`src/rtl/float_triple_run_scanner_macros.svh`:
```
// ----------------------------------------------------------------------------
// float_triple_run_scanner assertion macros
// shared assertion forms, clocked on clk_i and disabled during reset
// ----------------------------------------------------------------------------
`ifndef FLOAT_TRIPLE_RUN_SCANNER_MACROS_SVH
`define FLOAT_TRIPLE_RUN_SCANNER_MACROS_SVH

// condition holds at every edge out of reset
`define FTRS_ASSERT_ALWAYS(name, cond, msg) \
  name: assert property (@(posedge clk_i) disable iff (!rst_ni) (cond)) else $error(msg);

// antecedent implies consequent in the same cycle
`define FTRS_ASSERT_IMPL(name, ante, cons, msg) \
  name: assert property (@(posedge clk_i) disable iff (!rst_ni) (ante) |-> (cons)) \
    else $error(msg);

// antecedent implies consequent in the next cycle
`define FTRS_ASSERT_NEXT(name, ante, cons, msg) \
  name: assert property (@(posedge clk_i) disable iff (!rst_ni) (ante) |=> (cons)) \
    else $error(msg);

`endif

```
`src/rtl/ftrs_pkg.sv`:
```
// ----------------------------------------------------------------------------
// ftrs_pkg
// types, constants and the word classifier shared by the run scanner
// ----------------------------------------------------------------------------
`timescale 1ns / 1ps

package ftrs_pkg;

  localparam int unsigned WordW     = 32;
  localparam int unsigned IdxW      = 30;
  localparam int unsigned CntW      = 31;
  localparam int unsigned QueueDepth = 4;

  localparam logic [WordW-1:0] AbsEight = 32'h4100_0000;
  localparam logic [WordW-1:0] AbsInf   = 32'h7F80_0000;
  localparam logic [IdxW-1:0]  IdxMax   = {IdxW{1'b1}};
  localparam logic [CntW-1:0]  CntMax   = {CntW{1'b1}};

  // classified word moving from front to back
  typedef struct packed {
    logic last;
    logic nonzero;
    logic sane;
  } item_t;

  typedef struct packed {
    logic            run_valid;
    logic [WordW-1:0] run_offset;
    logic [CntW-1:0] run_count;
    logic            done_res;
    logic [CntW-1:0] total_runs;
  } result_t;

  // in [-8,8] or nan counts as sane; +0 and -0 are zero
  function automatic item_t classify(input logic [WordW-1:0] word, input logic last);
    logic [WordW-1:0] mag;
    item_t it;
    mag        = {1'b0, word[WordW-2:0]};
    it.sane    = (mag <= AbsEight) || (mag > AbsInf);
    it.nonzero = (mag != '0);
    it.last    = last;
    return it;
  endfunction

  function automatic logic [CntW-1:0] sat_inc_cnt(input logic [CntW-1:0] v);
    return (v != CntMax) ? v + 1'b1 : v;
  endfunction

  function automatic logic [IdxW-1:0] sat_inc_idx(input logic [IdxW-1:0] v);
    return (v != IdxMax) ? v + 1'b1 : v;
  endfunction

endpackage

```
`src/rtl/float_triple_run_scanner.sv`:
```
// Accepts one word per cycle while full is low; ftrs_back updates its scan state per item.
// A result reaches the output queue after its word passes the front queue and ftrs_back.
// Front and back queues are QueueDepth entries each and decouple input and output stalls.
// Reset (async, active low) clears the scan state, both queues and min_run; no clearing pass.
// ----------------------------------------------------------------------------
// float_triple_run_scanner
// finds runs of sane float triples in a word stream and reports them
// ----------------------------------------------------------------------------
`timescale 1ns / 1ps

module float_triple_run_scanner #(
  parameter int unsigned QueueDepth = ftrs_pkg::QueueDepth
) (
  input  logic                        clk_i,
  input  logic                        rst_ni,
  input  logic                        cfg_we_i,
  input  logic [ftrs_pkg::CntW-1:0]   cfg_wdata_i,
  input  logic                        push,
  output logic                        full,
  input  logic [ftrs_pkg::WordW-1:0]  word_i,
  input  logic                        last_i,
  output logic                        empty,
  input  logic                        pop,
  output logic                        run_valid_o,
  output logic [ftrs_pkg::WordW-1:0]  run_offset_o,
  output logic [ftrs_pkg::CntW-1:0]   run_count_o,
  output logic                        done_res_o,
  output logic [ftrs_pkg::CntW-1:0]   total_runs_o
);

  import ftrs_pkg::*;

  logic [CntW-1:0] min_run_q;
  logic            item_valid, item_ready, res_full, res_push;
  item_t           item;
  result_t         res_in, res_out;

  always_ff @(posedge clk_i or negedge rst_ni) begin
    if (!rst_ni) begin
      min_run_q <= '0;
    end else if (cfg_we_i) begin
      min_run_q <= cfg_wdata_i;
    end
  end

  ftrs_front #(
    .Depth (QueueDepth)
  ) u_front (
    .clk_i        (clk_i),
    .rst_ni       (rst_ni),
    .push_i       (push),
    .word_i       (word_i),
    .last_i       (last_i),
    .full_o       (full),
    .item_valid_o (item_valid),
    .item_o       (item),
    .item_ready_i (item_ready)
  );

  ftrs_back u_back (
    .clk_i        (clk_i),
    .rst_ni       (rst_ni),
    .min_run_i    (min_run_q),
    .item_valid_i (item_valid),
    .item_i       (item),
    .item_ready_o (item_ready),
    .res_full_i   (res_full),
    .res_push_o   (res_push),
    .res_o        (res_in)
  );

  ftrs_fifo #(
    .Width ($bits(result_t)),
    .Depth (QueueDepth)
  ) u_res_q (
    .clk_i   (clk_i),
    .rst_ni  (rst_ni),
    .push_i  (res_push),
    .data_i  (res_in),
    .full_o  (res_full),
    .pop_i   (pop),
    .data_o  (res_out),
    .empty_o (empty)
  );

  assign run_valid_o  = res_out.run_valid;
  assign run_offset_o = res_out.run_offset;
  assign run_count_o  = res_out.run_count;
  assign done_res_o   = res_out.done_res;
  assign total_runs_o = res_out.total_runs;

endmodule

```
`src/rtl/ftrs_fifo.sv`:
```
// ----------------------------------------------------------------------------
// ftrs_fifo
// small register queue with push/full and pop/empty sides
// ----------------------------------------------------------------------------
`timescale 1ns / 1ps

module ftrs_fifo #(
  parameter int unsigned Width = 1,
  parameter int unsigned Depth = ftrs_pkg::QueueDepth
) (
  input  logic             clk_i,
  input  logic             rst_ni,
  input  logic             push_i,
  input  logic [Width-1:0] data_i,
  output logic             full_o,
  input  logic             pop_i,
  output logic [Width-1:0] data_o,
  output logic             empty_o
);

  localparam int unsigned PtrW = (Depth > 1) ? $clog2(Depth) : 1;
  localparam int unsigned NumW = $clog2(Depth + 1);

  logic [Width-1:0] mem_q [Depth];
  logic [PtrW-1:0]  wptr_q, wptr_d, rptr_q, rptr_d;
  logic [NumW-1:0]  num_q, num_d;
  logic             do_push, do_pop;

  assign full_o  = (num_q == NumW'(Depth));
  assign empty_o = (num_q == '0);
  assign do_push = push_i && !full_o;
  assign do_pop  = pop_i && !empty_o;
  assign data_o  = mem_q[rptr_q];

  always_comb begin
    wptr_d = wptr_q;
    rptr_d = rptr_q;
    num_d  = num_q;
    if (do_push) begin
      wptr_d = (wptr_q == PtrW'(Depth - 1)) ? '0 : wptr_q + 1'b1;
    end
    if (do_pop) begin
      rptr_d = (rptr_q == PtrW'(Depth - 1)) ? '0 : rptr_q + 1'b1;
    end
    if (do_push && !do_pop) begin
      num_d = num_q + 1'b1;
    end else if (do_pop && !do_push) begin
      num_d = num_q - 1'b1;
    end
  end

  always_ff @(posedge clk_i or negedge rst_ni) begin
    if (!rst_ni) begin
      wptr_q <= '0;
      rptr_q <= '0;
      num_q  <= '0;
    end else begin
      wptr_q <= wptr_d;
      rptr_q <= rptr_d;
      num_q  <= num_d;
    end
  end

  always_ff @(posedge clk_i) begin
    if (do_push) begin
      mem_q[wptr_q] <= data_i;
    end
  end

endmodule

```
`src/rtl/ftrs_front.sv`:
```
// ----------------------------------------------------------------------------
// ftrs_front
// classifies incoming words and queues the flags for the scan engine
// ----------------------------------------------------------------------------
`timescale 1ns / 1ps

module ftrs_front #(
  parameter int unsigned Depth = ftrs_pkg::QueueDepth
) (
  input  logic                         clk_i,
  input  logic                         rst_ni,
  input  logic                         push_i,
  input  logic [ftrs_pkg::WordW-1:0]   word_i,
  input  logic                         last_i,
  output logic                         full_o,
  output logic                         item_valid_o,
  output ftrs_pkg::item_t              item_o,
  input  logic                         item_ready_i
);

  import ftrs_pkg::*;

  item_t cls;
  logic  q_empty;

  assign cls          = classify(word_i, last_i);
  assign item_valid_o = !q_empty;

  ftrs_fifo #(
    .Width ($bits(item_t)),
    .Depth (Depth)
  ) u_item_q (
    .clk_i   (clk_i),
    .rst_ni  (rst_ni),
    .push_i  (push_i),
    .data_i  (cls),
    .full_o  (full_o),
    .pop_i   (item_ready_i),
    .data_o  (item_o),
    .empty_o (q_empty)
  );

endmodule

```
`src/rtl/ftrs_back.sv`:
```
// ----------------------------------------------------------------------------
// ftrs_back
// scan engine: tracks windows and triples, closes runs, builds results
// ----------------------------------------------------------------------------
`timescale 1ns / 1ps
`include "float_triple_run_scanner_macros.svh"

module ftrs_back (
  input  logic                       clk_i,
  input  logic                       rst_ni,
  input  logic [ftrs_pkg::CntW-1:0]  min_run_i,
  input  logic                       item_valid_i,
  input  ftrs_pkg::item_t            item_i,
  output logic                       item_ready_o,
  input  logic                       res_full_i,
  output logic                       res_push_o,
  output ftrs_pkg::result_t          res_o
);

  import ftrs_pkg::*;

  logic [3:0]      prev_flags_q, prev_flags_d;
  logic [IdxW-1:0] word_index_q, word_index_d;
  logic            in_run_q, in_run_d;
  logic [1:0]      phase_q, phase_d;
  logic [IdxW-1:0] run_start_q, run_start_d;
  logic [CntW-1:0] run_triples_q, run_triples_d;
  logic [CntW-1:0] found_q, found_d;

  logic step, all_sane, any_nz, close_run, report;

  assign item_ready_o = !res_full_i;
  assign step         = item_valid_i && !res_full_i;

  // prev_flags: [1:0] previous word {nz, sane}, [3:2] the one before
  assign all_sane = item_i.sane && prev_flags_q[0] && prev_flags_q[2];
  assign any_nz   = item_i.nonzero || prev_flags_q[1] || prev_flags_q[3];

  always_comb begin
    prev_flags_d  = prev_flags_q;
    word_index_d  = word_index_q;
    in_run_d      = in_run_q;
    phase_d       = phase_q;
    run_start_d   = run_start_q;
    run_triples_d = run_triples_q;
    found_d       = found_q;
    close_run     = 1'b0;
    report        = 1'b0;
    res_o         = '0;
    res_push_o    = 1'b0;
    if (step) begin
      if (in_run_q) begin
        if (phase_q == 2'd2) begin
          if (all_sane) begin
            run_triples_d = sat_inc_cnt(run_triples_q);
            phase_d       = 2'd0;
          end else begin
            close_run = 1'b1;
          end
        end else begin
          phase_d = phase_q + 1'b1;
        end
      end else if (word_index_q >= IdxW'(2)) begin
        if (all_sane && any_nz) begin
          in_run_d      = 1'b1;
          run_start_d   = word_index_q - IdxW'(2);
          run_triples_d = '0;
          phase_d       = 2'd0;
        end
      end

      if (in_run_d && item_i.last) begin
        close_run = 1'b1;
      end

      if (close_run) begin
        if (run_triples_d >= min_run_i) begin
          report          = 1'b1;
          res_o.run_offset = {run_start_d, 2'b00};
          res_o.run_count  = run_triples_d;
          found_d          = sat_inc_cnt(found_q);
        end
        in_run_d      = 1'b0;
        phase_d       = 2'd0;
        run_triples_d = '0;
      end

      prev_flags_d     = {prev_flags_q[1:0], item_i.nonzero, item_i.sane};
      word_index_d     = sat_inc_idx(word_index_q);
      res_o.run_valid  = report;
      res_o.done_res   = item_i.last;
      res_o.total_runs = found_d;
      res_push_o       = report || item_i.last;

      // end of buffer: next word starts a fresh stream
      if (item_i.last) begin
        prev_flags_d  = '0;
        word_index_d  = '0;
        in_run_d      = 1'b0;
        phase_d       = 2'd0;
        run_start_d   = '0;
        run_triples_d = '0;
        found_d       = '0;
      end
    end
  end

  always_ff @(posedge clk_i or negedge rst_ni) begin
    if (!rst_ni) begin
      prev_flags_q  <= '0;
      word_index_q  <= '0;
      in_run_q      <= 1'b0;
      phase_q       <= 2'd0;
      run_start_q   <= '0;
      run_triples_q <= '0;
      found_q       <= '0;
    end else begin
      prev_flags_q  <= prev_flags_d;
      word_index_q  <= word_index_d;
      in_run_q      <= in_run_d;
      phase_q       <= phase_d;
      run_start_q   <= run_start_d;
      run_triples_q <= run_triples_d;
      found_q       <= found_d;
    end
  end

  `FTRS_ASSERT_ALWAYS(a_phase_range, phase_q != 2'd3, "triple phase out of range")
  `FTRS_ASSERT_IMPL(a_idle_clean, !in_run_q, (phase_q == 2'd0) && (run_triples_q == '0),
                    "run state left behind outside a run")
  `FTRS_ASSERT_NEXT(a_last_clears, step && item_i.last,
                    !in_run_q && (word_index_q == '0) && (found_q == '0),
                    "stream state not cleared after last word")
  `FTRS_ASSERT_IMPL(a_run_needs_words, in_run_q, word_index_q >= IdxW'(3),
                    "run open before three words seen")

endmodule

```
`config.mk`:
```
export PLATFORM = sky130hd
export DESIGN_NAME = float_triple_run_scanner
export DESIGN_NICKNAME = d
export VERILOG_FILES = /design/src/rtl/ftrs_pkg.sv /design/src/rtl/float_triple_run_scanner.sv /design/src/rtl/ftrs_fifo.sv /design/src/rtl/ftrs_front.sv /design/src/rtl/ftrs_back.sv
export VERILOG_INCLUDE_DIRS = /design/src /design/src/rtl
export SDC_FILE = /design/constraint.sdc
export NUM_CORES = 1
export LEC_CHECK = 0
export BUFFER_PORTS_ARGS = -buffer_cell sky130_fd_sc_hd__buf_2
export CAP_MARGIN = 5
export CORE_ASPECT_RATIO = 0.9
export CORE_MARGIN = 5
export CORE_UTILIZATION = 35
export CTS_BUF_LIST = sky130_fd_sc_hd__clkbuf_8
export DETAILED_ROUTE_END_ITERATION = 8
export PLACE_DENSITY_LB_ADDON = 0.2
export SKIP_LAST_GASP = 1
export SLEW_MARGIN = 10
export SYNTH_ARGS = -nofsm -noshare
export SYNTH_HDL_FRONTEND = slang
export SYNTH_SLANG_ARGS = --single-unit
```
`constraint.sdc`:
```
create_clock -name clk_i -period 6.5 [get_ports clk_i]
set_clock_uncertainty 0.15 [all_clocks]
set_input_delay 0 -clock clk_i [delete_from_list [all_inputs] [get_ports clk_i]]
set_output_delay 0 -clock clk_i [all_outputs]
set_load 0.01 [all_outputs]
```
Word level (Yosys, flattened, before mapping)
Memories as Yosys holds them, arrays and structs flattened.
Cells that the tools add are included.
{"block": "totals", "reg_bits": 174, "ram_bits": 396, "input_bits": 69, "out_inout_bits": 98, "word_cells": 135, "memories": 2}
{"block": "op_classes", "n_addsub": 13, "magnitude_cmp": 4, "n_eq_ne": 11, "n_mux": 57, "reduce_logical": 34}
{"memory": "u_res_q.mem_q", "depth": 4, "word_bits": 96, "read_ports": 1, "rd_clocked_by_memory_dff": 0, "wr": 1, "line_no": "ftrs_fifo.sv:24", "text": "logic [Width-1:0] mem_q [Depth];"}
{"memory": "u_front.u_item_q.mem_q", "depth": 4, "word_bits": 3, "read_ports": 1, "rd_clocked_by_memory_dff": 0, "wr": 1, "line_no": "ftrs_fifo.sv:24"}
{"operator": "31-bit 2-to-1 mux", "count": 13}
{"operator": "30-bit 2-to-1 mux", "count": 6}
{"operator": "63-bit 2-to-1 mux", "count": 2}
{"operator": "96-bit 2-to-1 mux", "count": 1}
{"operator": "31-bit by 1-bit adder with 31-bit output (second input constant)", "count": 2}
{"operator": "31-bit != test (second input constant)", "count": 2}
{"operator": "31-bit greater-or-equal comparator", "count": 1}
{"operator": "31-bit greater-than comparator (second input constant)", "count": 1}
{"operator": "31-bit <= comparator (second input constant)", "count": 1}
{"operator": "31-bit nonzero test", "count": 1}
{"operator": "30-bit by 1-bit adder with 30-bit output (second input constant)", "count": 1}
{"operator": "30-bit by 2-bit greater-or-equal comparator with 1-bit output (second input constant)", "count": 1}
{"operator": "30-bit != test (second input constant)", "count": 1}
{"operator": "30-bit by 2-bit subtractor with 30-bit output (second input constant)", "count": 1}
{"operator": "2-bit 2-to-1 mux", "count": 11}
{"operator": "1-bit 2-to-1 mux", "count": 19}
{"operator": "1-bit logical AND", "count": 12}
{"operator": "3-bit 2-to-1 mux", "count": 4}
{"operator": "2-bit by 1-bit adder with 2-bit output (second input constant)", "count": 5}
{"operator": "2-bit == test (second input constant)", "count": 5}
{"operator": "1-bit logical NOT", "count": 8}
{"operator": "4-bit nonzero test", "count": 2}
{"operator": "3-bit by 1-bit adder with 3-bit output (second input constant)", "count": 2}
{"operator": "3-bit == test (second input constant)", "count": 2}
{"operator": "8 further kinds", "count": 15}

Longest topological paths before layout
An unclocked memory read counts as a cell.
{"block": "logic_depth", "word_depth": 20, "ltp_mapped": 22, "depth_no_buf": 21}

Hierarchy
From an unflattened synthesis, not the netlist that was laid out.
{"block": "hier_totals", "cells_unflattened": 2008, "hier_area_um2": 26656.8}
{"mod": "ftrs_fifo (u_res_q)", "n_inst": 1, "cells_each": 539, "area_each_um2": 14287.5, "seq_area_each_um2": 11706.2}
{"mod": "ftrs_back", "n_inst": 1, "cells_each": 1331, "area_each_um2": 10188.5, "seq_area_each_um2": 3228.1}
{"mod": "float_triple_run_scanner", "n_inst": 1, "cells_each": 65, "area_each_um2": 1158.6, "seq_area_each_um2": 775.7}
{"mod": "ftrs_fifo (u_front.u_item_q)", "n_inst": 1, "cells_each": 52, "area_each_um2": 898.4, "seq_area_each_um2": 535.5}
{"mod": "ftrs_front", "n_inst": 1, "cells_each": 21, "area_each_um2": 123.9, "seq_area_each_um2": 0.0}

Worst setup path after synthesis
Ideal clock, no wire load.
{"block": "synth_path", "path_kind": "flip-flop to flip-flop", "startpoint": "register u_back.word_index_q[3]", "endpoint": "memory u_res_q.mem_q[0][0] in the netlist's numbering, enable pin", "setup_ps": 463, "arrival_time_ps": 5997, "t_required_ps": 5887, "setup_slack_ps": -111, "stages_incl_launch_ff": 18, "path_buffers": 3, "period_less_slack_ps": 6611, "path_cell_list": "dfrtp_1 -> clkbuf_1 -> or4_1 -> or4_1 -> nor3_2 -> or3_1 -> buf_2 -> buf_4 -> nand2_1 -> mux2i_1 -> ha_1 -> nand2_1 -> o21ai_0 -> a21oi_1 -> o41ai_1 -> a211o_1 -> a31o_2 -> and2_1"}
{"block": "synth_via", "elab_chain_cells": 14, "elab_cells_between_ends": 19, "cone_classes": "2 x order compare; 14 x mux; 3 x reduce/logical"}
{"item": "start: declaration", "line_no": "ftrs_back.sv:23", "text": "logic [IdxW-1:0] word_index_q, word_index_d;"}
{"item": "start signal: assignment", "line_no": "ftrs_back.sv:119", "text": "word_index_q <= word_index_d;"}
{"item": "30-bit by 2-bit greater-or-equal comparator with 1-bit output (*)", "line_no": "ftrs_back.sv:63", "text": "end else if (word_index_q >= IdxW'(2)) begin"}
{"item": "parallel branches: the longest is 6 deep, another holds 31-bit greater-or-equal comparator"}
{"item": "1-bit 2-to-1 mux (*)", "line_no": "ftrs_back.sv:76", "text": "if (close_run) begin"}
{"item": "1-bit 2-to-1 mux (*)", "line_no": "ftrs_back.sv:51", "text": "if (step) begin"}
{"item": "1-bit logical OR (*)", "line_no": "ftrs_back.sv:93", "text": "res_push_o = report || item_i.last;"}
{"item": "1-bit 2-to-1 mux (*)", "line_no": "ftrs_back.sv:51"}
{"item": "1-bit logical AND (*)", "line_no": "ftrs_fifo.sv:31", "text": "assign do_push = push_i && !full_o;"}
{"item": "named net u_res_q.do_push", "line_no": "ftrs_fifo.sv:27", "text": "logic do_push, do_pop;"}
{"item": "1-bit 2-to-1 mux (*)", "line_no": "ftrs_fifo.sv:65", "text": "if (do_push) begin"}
{"item": "1-bit 2-to-1 mux (implied by the code) (*)", "line_no": "ftrs_fifo.sv:66", "text": "mem_q[wptr_q] <= data_i;"}
{"item": "end: declaration", "line_no": "ftrs_fifo.sv:24"}
Mark *: on every way through the listed nets, which the timed path passes. The select of a mux whose other input is x is not followed.

==> out/qor.csv <==
metric,value,unit
wire_per_inst,19.5,um
min_path_type,input pin to register,
grt_pass1_vias,17580,
setup_tns,0,ns
syn_area,25800,um2
rows,94,
power_density,400,nW/um2
clkLatencyLatePin,0.71,ns
min_period_over_period,91.5,%
rsz0062_at_grt,false,
fin_nets,2400,
pin_count,167,
multi_input_area,9130,um2
yosysMostFrequentCell,edfxtp_1,
start_util,35.3,%
setup_slack,0.552,ns
cts_setup_buffers,0,
slew_headroom,17.1,%
hold_viol_final,0,
synthCells,1964,
fp.dieArea,79300,um2
synthDistinctLibCells,68,
first_pass_iters,5,
critPathRequiredTime,6.80,ns
seq_area,16000,um2
synth.area.top_cells,"edfxtp_1 45%, dfrtp_1 17%, mux4_2 8.5%, nand2_1 2.7%, ha_1 2.4%",
io_buffers,163,
synth-seq-cells,562,
grt_start_max_net_pins,102,
endpoint_kind,register,
cts_resized,0,
placed_area,27800,um2
synthArstFlopShare,31.0,%
die_h,268,um
tightest_slew,1.24,ns
via_per_inst,5.19,
ys_seq_area_share,62.0,%
finalSetupViolations,0,
final_cell_area,31200,um2
cts-root-buf,clkbuf_8,
outcome,completed,
num_vias,17267,
drv_cap,0,
worst_setup_path_start_kind,register,
yosys.area.top_type_share,45.1,%
drt_iter0_markers,1122,
grt_pass1_wl,101,mm
synth_commonest_cells,"388 x edfxtp_1, 189 x nand2_1, 174 x dfrtp_1",
area_growth,20.7,%
grtUsageTotal,16.3,%
place.gp.congestion,0.808,
slew_violations,0,
numCtsBuffers,99,
leakage,11.8,nW
hold_ws,0.149,ns
wl,64.9,mm
die-width,296,um
ant_nets,0,
fillers,6778,
yosys_warnings,0,
cts_num_sinks,562,
htreeDepth,3,
place_hpwl,40.3,mm
core_area,73200,um2
drc,0,
crit_type,register to register,
worstPathArrival,6.25,ns
clockBufferDepth,3,
synth_edf_count,388,
cp_max_fo,49,
yosys_most_used_dff,edfxtp_1,
avgSynthCellArea,13.1,um2
cts_tree,built,
clock.fmax,168,MHz
pre_cts_slack,0.511,ns
synth_top_area_cell,edfxtp_1,
antenna_found_initial,2,
layout-drive-gt1-share,20.1,%
grt_overflow,0,
peakVddDrop,0.307,mV
path_clk_slew,0.06,ns
min_period,5.95,ns
## state kept, by name (all words and copies together) (netlist names), 3 cells and up
name and count:
u_back.word_index_q 30, min_run_q 31, u_res_q.num_q 3, u_back.prev_flags_q 4, u_back.found_q 31, u_front.u_item_q.num_q 3
u_front.u_item_q.mem_q 12, u_res_q.mem_q 376, u_back.run_triples_q 31, u_back.run_start_q 30
## report_power, final
group          total [W]  switching [W]  internal, W
Clock            0.00319        0.00151      0.00168
Combinational    0.00411        0.00251      0.00161
Sequential       0.00516       0.000340      0.00483
Total             0.0125        0.00435      0.00811
## layout by cell type, fill, tap and decap left out, types with 61 or more instances in the layout
cell / instances
edfxtp_1: 388
nand2_1: 189
dfrtp_1: 172
buf_2: 162
dlygate4sd3_1: 138
nor2_1: 130
clkbuf_8: 106
o21ai_0: 100
mux4_2: 97
inv_1: 83
a21oi_1: 61
## logic make-up after synthesis
family | count (synthesis) | synth area share (%)
flip-flops | 562 | 62.0
AO/OA/AOI/OAI | 313 | 7.76
other | 1 | 0.0145
XOR/XNOR | 56 | 1.90
buffers and inverters | 182 | 2.84
adder cells (fa/ha/maj) | 51 | 2.53
multiplexers | 134 | 9.94
AND/OR/NAND/NOR | 665 | 13.0
## layout make-up
cell class	instances	share of cell area [%]
antenna	2	0.0161
tap	960	3.85
timing repair buffer	341	8.47
sequential	562	51.4
inverter	55	0.667
clock buffer	105	4.64
clock inverter	82	1.67
multi-input combinational	1221	29.3
## layer usage
layer	track usage (%)	routed length, um	vias to the layer above
met3	2.86	2480	78
met5	0	7	-
met4	3.63	1150	2
li1	-	-	8131
met2	27.0	31400	352
met1	22.6	29900	8704
## critical path, cell delays in order (launching register included)
cell      delay (ns)
dfrtp_1         0.46
or4_1           0.64
or4_1           0.58
nor3_2          0.41
or3_1           0.22
buf_12          0.25
nand2_1         0.08
mux2i_1         0.26
ha_1            0.30
a21oi_1         0.12
o21ai_0         0.11
a21oi_1         0.19
o41ai_1         0.12
buf_4           0.16
a211oi_4        0.85
buf_12          0.25
nor3_1          0.10
mux2i_1         0.39
## final timing paths
path / slack, ns / depth (start not counted) / startpoint / to
worst min register to register: 0.32 / 2 / u_back.prev_flags_q[2] / u_back.prev_flags_q[2]
worst min-delay path: 0.15 / 4 / word_i[23] / u_front.u_item_q.mem_q[3][1]
min in group asynchronous: 0.40 / 4 / rst_ni / u_back.found_q[11]
worst max register to register: 0.55 / 17 / u_back.word_index_q[3] / u_res_q.mem_q[0][28]
worst max-delay path: 0.55 / 17 / u_back.word_index_q[3] / u_res_q.mem_q[0][28]
max in group asynchronous: 4.91 / 4 / rst_ni / u_back.prev_flags_q[3]
## repair_timing
item                       4_1_cts  5_1_grt
hold buffers                   139        0
hold endpoints to repair       164        0
setup endpoints to repair        0        0
## metrics by stage
stage	power (W)	instances	utilization, %
after detailed placement	0.00945	3000	38.0
after floorplan	0.00769	1965	-
final	0.0125	3328	42.6
after CTS	0.0128	3326	42.6
after global placement	0.00937	3000	38.0
after global routing	0.0132	3327	42.6
(Power assumes the default switching activity.)
